$ cat src/rtl/aabb_pkg.sv
// Types and constants for the AABB collision resolver.
// Depends on nothing.
package aabb_pkg;
    localparam logic [1:0] ACT_ADD    = 2'd0;
    localparam logic [1:0] ACT_REMOVE = 2'd1;
    localparam logic [1:0] ACT_TICK   = 2'd2;
    localparam logic [1:0] ACT_NOP    = 2'd3;
    localparam logic [1:0] ST_OK      = 2'd0;
    localparam logic [1:0] ST_FULL    = 2'd1;
    localparam logic [1:0] ST_NOTFND  = 2'd2;
    localparam logic [1:0] ST_EMPTY   = 2'd3;
    localparam int         IN_W       = 200;
    localparam int         OUT_W      = 120;
    localparam logic signed [23:0] POS_MAX = 24'sh7FFFFF;
    localparam logic signed [23:0] POS_MIN = -24'sh800000;

    typedef struct packed {
        logic [15:0]        tag;
        logic signed [23:0] px;
        logic signed [23:0] py;
        logic [22:0]        sx;
        logic [22:0]        sy;
        logic signed [23:0] vx;
        logic signed [23:0] vy;
        logic               fixed;
        logic [3:0]         layer;
        logic [15:0]        mask;
    } box_t;

    typedef struct packed {
        logic [1:0]         status;
        logic [15:0]        handle;
        logic signed [23:0] px;
        logic signed [23:0] py;
        logic signed [23:0] vx;
        logic signed [23:0] vy;
        logic               hit;
        logic               last;
    } result_t;

    // controller -> datapath
    typedef struct packed {
        logic load;     // latch the incoming word
        logic add;
        logic rem_step; // shift slot idx_b into slot idx_a
        logic integ;    // integrate slot idx_a
        logic pair;     // resolve pair idx_a, idx_b
        logic emit;     // present slot idx_a
        logic reply;    // present single reply
    } cmd_t;

    typedef struct packed {
        logic found;
    } stat_t;

    function automatic logic signed [23:0] sat24(input logic signed [49:0] v);
        if (v > 50'sd8388607) return POS_MAX;
        else if (v < -50'sd8388608) return POS_MIN;
        else return v[23:0];
    endfunction

    function automatic logic signed [23:0] round_unit(input logic signed [23:0] v);
        logic signed [25:0] w;
        logic [25:0] m;
        if (v >= 0)
        begin
            w = 26'(v) + 26'sd128;
            w[7:0] = 8'd0;
        end
        else
        begin
            m = 26'(-26'(v)) + 26'd128;
            m[7:0] = 8'd0;
            w = -$signed(m);
        end
        return sat24(50'(w));
    endfunction
endpackage

$ cat src/rtl/aabb_ctrl.sv
// Sequencer for the AABB collision resolver: handshake, table count, loops.
// Depends on aabb_pkg.
module aabb_ctrl #(
    parameter int MAX_BOXES = 16,
    parameter int IW = 4,
    parameter int CW = 5
) (
    input  logic                clk,
    input  logic                rst_n,
    input  logic                s_tvalid,
    output logic                s_tready,
    input  logic [1:0]          action,
    output logic                m_tvalid,
    input  logic                m_tready,
    input  aabb_pkg::stat_t     stat,
    output aabb_pkg::cmd_t      cmd,
    output logic [IW-1:0]       idx_a,
    output logic [IW-1:0]       idx_b,
    output logic [CW-1:0]       count,
    output logic [1:0]          reply_status
);
    typedef enum logic [6:0] {
        S_IDLE  = 7'b0000001,
        S_FIND  = 7'b0000010,
        S_SHIFT = 7'b0000100,
        S_INTEG = 7'b0001000,
        S_PAIR  = 7'b0010000,
        S_EMIT  = 7'b0100000,
        S_OUT   = 7'b1000000
    } state_t;

    state_t state_reg, state_next;
    logic [CW-1:0] a_reg, a_next, b_reg, b_next, cnt_reg, cnt_next;
    logic [1:0] st_reg, st_next;
    logic ov_reg, ov_next;
    logic accept;

    assign s_tready = (state_reg == S_IDLE) && !ov_reg;
    assign accept = s_tvalid && s_tready;
    assign m_tvalid = ov_reg;
    assign idx_a = a_reg[IW-1:0];
    assign idx_b = b_reg[IW-1:0];
    assign count = cnt_reg;
    assign reply_status = st_reg;

    always_comb
    begin
        state_next = state_reg;
        a_next = a_reg;
        b_next = b_reg;
        cnt_next = cnt_reg;
        st_next = st_reg;
        ov_next = ov_reg && !m_tready;
        cmd = '0;
        unique case (state_reg)
            S_IDLE:
            begin
                if (accept)
                begin
                    cmd.load = 1'b1;
                    a_next = '0;
                    priority if (action == aabb_pkg::ACT_ADD)
                    begin
                        if (cnt_reg >= CW'(MAX_BOXES)) st_next = aabb_pkg::ST_FULL;
                        else
                        begin
                            st_next = aabb_pkg::ST_OK;
                            cmd.add = 1'b1;
                            cnt_next = cnt_reg + CW'(1);
                        end
                        state_next = S_OUT;
                    end
                    else if (action == aabb_pkg::ACT_REMOVE)
                    begin
                        st_next = aabb_pkg::ST_EMPTY;
                        state_next = (cnt_reg == '0) ? S_OUT : S_FIND;
                    end
                    else if (action == aabb_pkg::ACT_TICK)
                    begin
                        st_next = aabb_pkg::ST_EMPTY;
                        state_next = (cnt_reg == '0) ? S_OUT : S_INTEG;
                    end
                    else
                    begin
                        state_next = S_IDLE;
                    end
                end
            end
            S_FIND:
            begin
                if (stat.found)
                begin
                    b_next = a_reg + CW'(1);
                    state_next = S_SHIFT;
                end
                else if (a_reg + CW'(1) == cnt_reg)
                begin
                    st_next = aabb_pkg::ST_NOTFND;
                    state_next = S_OUT;
                end
                else
                    a_next = a_reg + CW'(1);
            end
            S_SHIFT:
            begin
                if (b_reg == cnt_reg)
                begin
                    cnt_next = cnt_reg - CW'(1);
                    st_next = aabb_pkg::ST_OK;
                    state_next = S_OUT;
                end
                else
                begin
                    cmd.rem_step = 1'b1;
                    a_next = b_reg;
                    b_next = b_reg + CW'(1);
                end
            end
            S_INTEG:
            begin
                cmd.integ = 1'b1;
                if (a_reg + CW'(1) == cnt_reg)
                begin
                    a_next = '0;
                    b_next = CW'(1);
                    state_next = (cnt_reg == CW'(1)) ? S_EMIT : S_PAIR;
                end
                else
                    a_next = a_reg + CW'(1);
            end
            S_PAIR:
            begin
                cmd.pair = 1'b1;
                if (b_reg + CW'(1) < cnt_reg)
                    b_next = b_reg + CW'(1);
                else if (a_reg + CW'(2) < cnt_reg)
                begin
                    a_next = a_reg + CW'(1);
                    b_next = a_reg + CW'(2);
                end
                else
                begin
                    a_next = '0;
                    state_next = S_EMIT;
                end
            end
            S_EMIT:
            begin
                if (!ov_reg || m_tready)
                begin
                    cmd.emit = 1'b1;
                    ov_next = 1'b1;
                    if (a_reg + CW'(1) == cnt_reg) state_next = S_IDLE;
                    else a_next = a_reg + CW'(1);
                end
            end
            S_OUT:
            begin
                if (!ov_reg || m_tready)
                begin
                    cmd.reply = 1'b1;
                    ov_next = 1'b1;
                    state_next = S_IDLE;
                end
            end
            default: state_next = S_IDLE;
        endcase
    end

    always_ff @(posedge clk or negedge rst_n)
    begin
        if (!rst_n)
        begin
            state_reg <= S_IDLE;
            a_reg <= '0;
            b_reg <= '0;
            cnt_reg <= '0;
            st_reg <= '0;
            ov_reg <= 1'b0;
        end
        else
        begin
            state_reg <= state_next;
            a_reg <= a_next;
            b_reg <= b_next;
            cnt_reg <= cnt_next;
            st_reg <= st_next;
            ov_reg <= ov_next;
        end
    end
endmodule

$ cat config.mk
export PLATFORM = sky130hd
export DESIGN_NAME = aabb_ctrl
export DESIGN_NICKNAME = d
export VERILOG_FILES = /design/src/rtl/aabb_pkg.sv /design/src/rtl/aabb_ctrl.sv
export SDC_FILE = /design/constraint.sdc
export NUM_CORES = 1
export LEC_CHECK = 0
export BUFFER_PORTS_ARGS = -buffer_cell sky130_fd_sc_hd__buf_2
export CORE_MARGIN = 2
export CORE_UTILIZATION = 45
export DETAILED_ROUTE_END_ITERATION = 8
export HOLD_SLACK_MARGIN = 0.08
export PLACE_DENSITY = 0.73
export SKIP_CTS_REPAIR_TIMING = 1
export SLEW_MARGIN = 10
export SYNTH_ARGS = -nofsm -noshare
export SYNTH_HDL_FRONTEND = slang
export SYNTH_SLANG_ARGS = --single-unit
$ cat constraint.sdc
create_clock -name clk -period 7.6 [get_ports clk]
set_input_delay 1.9 -clock clk [delete_from_list [all_inputs] [get_ports clk]]
set_output_delay 1.9 -clock clk [all_outputs]
set_load 0.01 [all_outputs]
After elaboration in Yosys (flattened, before gate mapping)
Index checks and enable logic that the tools add are counted.
Storage, ports and cells
  input bits: 7
  logic and storage cells: 120
  memories kept: 0
  ROM bits: 0
  bits in latches: 0
  RAM bits: 0
  bits in registers: 25
Operators by class
  multiply operators: 0
  muxes and demuxes: 59
  bitwise logic cells: 0
  shift-type cells: 0
  equality and inequality tests: 29
  reductions and logical operators: 18
  div/mod/pow operators: 0
  add/sub/neg operators: 5
  $lt $le $gt $ge: 3
Operators with widths (count)
  two-way mux 7 bit: 15
  two-way mux 5 bit: 17
  one-hot mux 7 bit (7 select lines): 1
  one-hot mux 5 bit (6 select lines): 1
  inequality test 2 bit, second input constant: 13
  one-hot mux 5 bit (4 select lines): 1
  two-way mux 2 bit: 9
  adder 5 x 1 -> 5 bit, second input constant: 3
  two-way mux 1 bit: 12
  AND reduction 6 bit: 2
  equality test 5 bit: 2
  less-than comparator 5 bit: 2
  one-hot mux 5 bit (2 select lines): 1
  AND reduction 5 bit: 2
  AND reduction 9 bit: 1
  equality test 7 x 1 -> 1 bit, second input constant: 1
  equality test 7 x 2 -> 1 bit, second input constant: 1
  equality test 7 x 3 -> 1 bit, second input constant: 1
  equality test 7 x 4 -> 1 bit, second input constant: 1
  equality test 7 x 5 -> 1 bit, second input constant: 1
  equality test 7 x 6 -> 1 bit, second input constant: 1
  equality test 7 bit, second input constant: 1
  two-way mux 6 bit: 1
  inequality test 3 bit, second input constant: 2
  other kinds (19): 22

Longest topological paths before layout
  depth after elaboration: 7
  depth in mapped cells: 10

Worst setup path before layout
Ideal clock, no wire load.
  path kind: input to output
  from: input port action[0]
  to: output port cmd[5] in the netlist's numbering
  required time: 5.700 ns
  stages on the path: 4
  arrival time: 2.691 ns
  path buffers: 0
  setup slack: 3.009 ns
  path through: inv_1 -> ha_1 -> inv_1 -> nor4_1
RTL lines
  start, declared: line aabb_ctrl.sv:12  | input logic [1:0] action,
  end, declared: line aabb_ctrl.sv:16  | output aabb_pkg::cmd_t cmd,

==> results.md <==
Status:
- The run finished with clean final reports.

Route:
- For this block, the initial DRC count from the detailed router was 89.
- The routed layout has ~2100 vias.
- The first detailed-routing pass took 4 iterations.
- The number of nets with antenna violations after routing is 0.
- The total wire length after detailed routing is ~5.7 mm.
- In the final routed layout, each cell accounts on average for about 16 um.
- The via density per instance is 5.93.
- The DRC violation count after routing is 0.

Yosys:
- The largest family of logic cells by synthesized area is simple AND/OR/NAND/NOR gates.
- The share of the synthesized area in the top cell type is 0.247.
- Sorting the synthesized cells by area gives the leading types as dfrtp_1, ha_1, xnor2_1.
- The post-synthesis net count is 300.
- The count of flip-flops with a built-in enable after synthesis is 0.
- The number of distinct library cells after synthesis is between 50 and 60.
- The post-synthesis compound-gate area fraction is 0.195.
- The xor/xnor cell area share of the yosys netlist is 0.0901.
- The proportion of synthesized flip-flops having asynchronous set or reset is 1.00.
- In this run, synthesis produced a sequential element count of 25.
- The warning count from the yosys run is 0.
- The post-synthesis cell type with the largest combined area is dfrtp_1.
- The proportion of synthesized chip area in sequential cells is 0.258.
- In this run the cell area of the synthesized design comes to 2430 um^2.
- Of the total synthesized cell area, the portion taken by full adders, half adders and majority gates is 0.108.
- Averaged over all synthesized cells, the footprint is a little under 9 um^2.
- In the synthesized netlist the dominant register cell turns out to be dfrtp_1.
- The post-synthesis share of cell area spent on and, or, nand and nor gates is 0.232.
- Of the post-synthesis cell area, the part taken by muxes is 0.0407.
- The post-synthesis instance total is between 200 and 300.

Die:
- The die outline area is ~6000 um^2.
- 31 I/O pins were placed.
- After floorplanning, the core was divided into 26 placement rows.
- The initial standard-cell utilization of the core is 0.470.
- The placeable core region is 5170 um^2.
- From left edge to right edge, the die measures ~78 um.
- The vertical die dimension is 77.5 um.

Critical path:
- The endpoint of the most critical register-to-register path is b_reg[2]$_DFFE_PN0P_.
- The end of the critical path is cmd[5].
- The worst-case reg-to-reg path depth is 9.
- The critical-path maximum fanout is 5.
- The worst setup path is captured at an output port.
- The required arrival time at the worst endpoint is 5700 ps.
- The startpoint class of the critical path is an input port.
- The timing startpoint of the critical path is action[0].
- The start-to-end type of the worst setup path is input port to output port.
- In this run the register-to-register setup slack is between 4000 and 5000 ps.
- The worst path arrival time is about 2800 ps.
- The launch point of the worst reg-to-reg path is b_reg[2]$_DFFE_PN0P_.

STA:
- For the pin with the worst max-slew slack, the measured transition is about 600 ps.
- The max-slew violation count is 0.
- The sum of negative setup slack is 0 ps.
- The clock arrives with between 2 and 3 ps of skew.
- Setup repair after global routing left no endpoint under its margin.
- Setup violations remaining at the end of the flow were counted as 0.
- The count of endpoints failing hold in the final timing report is 0.
- The worst pin sits at a relative slew slack of 0.602.
- Timing would allow up to ~210 MHz.
- In the finished design, the share of the clock period the worst path needs comes to 0.624.
- The worst path needs 4740 ps of the cycle, external delays included.

Layout:
- The most common library cell in the layout ignoring fill and taps is buf_2.
- In the layout the commonest cells are buf_2, dfrtp_1, ha_1.
- The number of diodes is 0.
- The number of standard cells in the layout, taps in and fillers out is about 360.
- The area growth from synthesis to layout is 6.54%.
- The flip-flop count of the largest register, all copies and words added is 7.
- The fraction of layout instances using a drive strength above 1 is 0.195.
- The net count reported at finish is between 300 and 400.

GRT:
- The number of antenna violations at the first check in global routing was 0.
- The number of global-route vias before repair was about 2000.
- Summed over all layers, the global routing overflow is 0.
- The global router's overall resource usage is 0.201.
- The first global-routing pass estimated between 9 and 10 mm of wire.
- The maximum number of pins on one net before global-route repair is 26.

Clocking:
- The clock transition at the register clock pins on the worst setup and hold paths after CTS is ~100 ps.
- The clock root buffer is clkbuf_8.
- The clock passes through at most 2 buffers.
- The insertion delay to the later sink of the worst-skew pair is ~280 ps.
- TritonCTS built the clock tree.
- The number of levels the H-tree was split into is 1.
- The number of buffers created by CTS is 3.
- The number of clock sinks is 25.

Power and ir drop:
- The share of total power dissipated in sequential elements is 0.289.
- The cell-internal power is approximately 0.00044 W.
- In this run the power spent charging and discharging nets is between 0.0004 and 0.0005 W.
- The ratio of total power to cell area is approximately 340 nW/um^2.
- The switching portion of total power is 0.501.
- The clock share of power is 0.099.
- The leakage power is ~1.2 nW.
- The portion of total power attributed to combinational logic is 0.612.
- The maximum vdd drop is between 200 and 250 uV.

Job:
- Max-cap violations in this run came to 0.

Placed design:
- The cell total after placement is ~350.
- Once detailed placement completed, the half-perimeter wirelength came to about 4.4 mm.
- Input and output buffers added on the ports amount to 30.
- At the end of routability-driven placement, the weighted congestion stood at 0.883.

Hold path:
- The worst hold path belongs to the class register to register.
[metal layers]
layer,GRT usage,up-vias,routed length [um]
li1,-,1020,-
met1,0.276,1015,2550
met2,0.312,75,2620
met3,0.0419,8,391
met4,0.0714,0,104
met5,0,-,0
[how the worst min path moves through the flow]
stage | start | to | slack [ps] | cells after the start
finish | reply_status[1]$_DFFE_PN0P_ | reply_status[1]$_DFFE_PN0P_ | 490 | 1
global route | reply_status[1]$_DFFE_PN0P_ | reply_status[1]$_DFFE_PN0P_ | 510 | 1
CTS | reply_status[1]$_DFFE_PN0P_ | reply_status[1]$_DFFE_PN0P_ | 500 | 1
detailed placement | reply_status[1]$_DFFE_PN0P_ | reply_status[1]$_DFFE_PN0P_ | 470 | 1
global placement | reply_status[1]$_DFFE_PN0P_ | reply_status[1]$_DFFE_PN0P_ | 480 | 1
floorplan | reply_status[0]$_DFFE_PN0P_ | reply_status[0]$_DFFE_PN0P_ | 530 | 1
[critical path, cell delays in order]
cell and delay [ps]:
buf_2 110, inv_1 70, ha_1 230, inv_1 90
nor4_1 270, buf_2 170
[cells in the mapped netlist, types with 5 or more instances]
cell type / number
a22oi_1: 7
buf_4: 9
ha_1: 21
o211ai_1: 5
xor2_1: 11
o21ai_0: 8
nor2b_1: 7
dfrtp_1: 24
mux2_1: 7
nand2_1: 19
inv_1: 15
nor2_1: 14
buf_2: 6
nand3_1: 8
a211oi_1: 5
xnor2_1: 14
nor3_1: 10
[power by group through the flow]
stage	clock (W)	sequential [W]	combinational, W
floorplan	0	0.000212	0.000454
global placement	0	0.000253	0.000525
detailed placement	0	0.000254	0.000534
CTS	0.0000882	0.000252	0.000537
global route	0.0000945	0.000260	0.000597
finish	0.0000868	0.000253	0.000535
[through the flow]
stage | instance area (um^2) | setup WS, ps | total power, W | hold WS [ps] | util
2_1_floorplan | 2430 | 3010 | 0.000666 | 529 | -
3_3_place_gp | 2540 | 2890 | 0.000779 | 478 | 0.491
3_5_place_dp | 2540 | 2850 | 0.000788 | 473 | 0.491
4_1_cts | 2590 | 2840 | 0.000877 | 499 | 0.501
5_1_grt | 2590 | 2730 | 0.000951 | 514 | 0.501
6_report | 2590 | 2860 | 0.000875 | 494 | 0.501
[cells by family (layout without fill, tap and decap cells)]
group,after synthesis,count (layout)
AOI/OAI and AO/OA,64,64
muxes,9,9
buffers and inverters,35,50
xor gates and xnor gates,25,25
adders and majority gates,21,21
DFF,25,25
and+or+nand+nor,93,93
[layout make-up]
class	instances	area (um^2)
Inverter	16	60.1
Clock buffer	3	41.3
Clock inverter	1	7.51
Multi-Input combinational cell	212	1620
Sequential cell	25	627
Timing Repair Buffer	30	150
Tap cell	70	87.6
Fill cell	495	2580
Note: power is estimated with default switching activity, not from simulation.
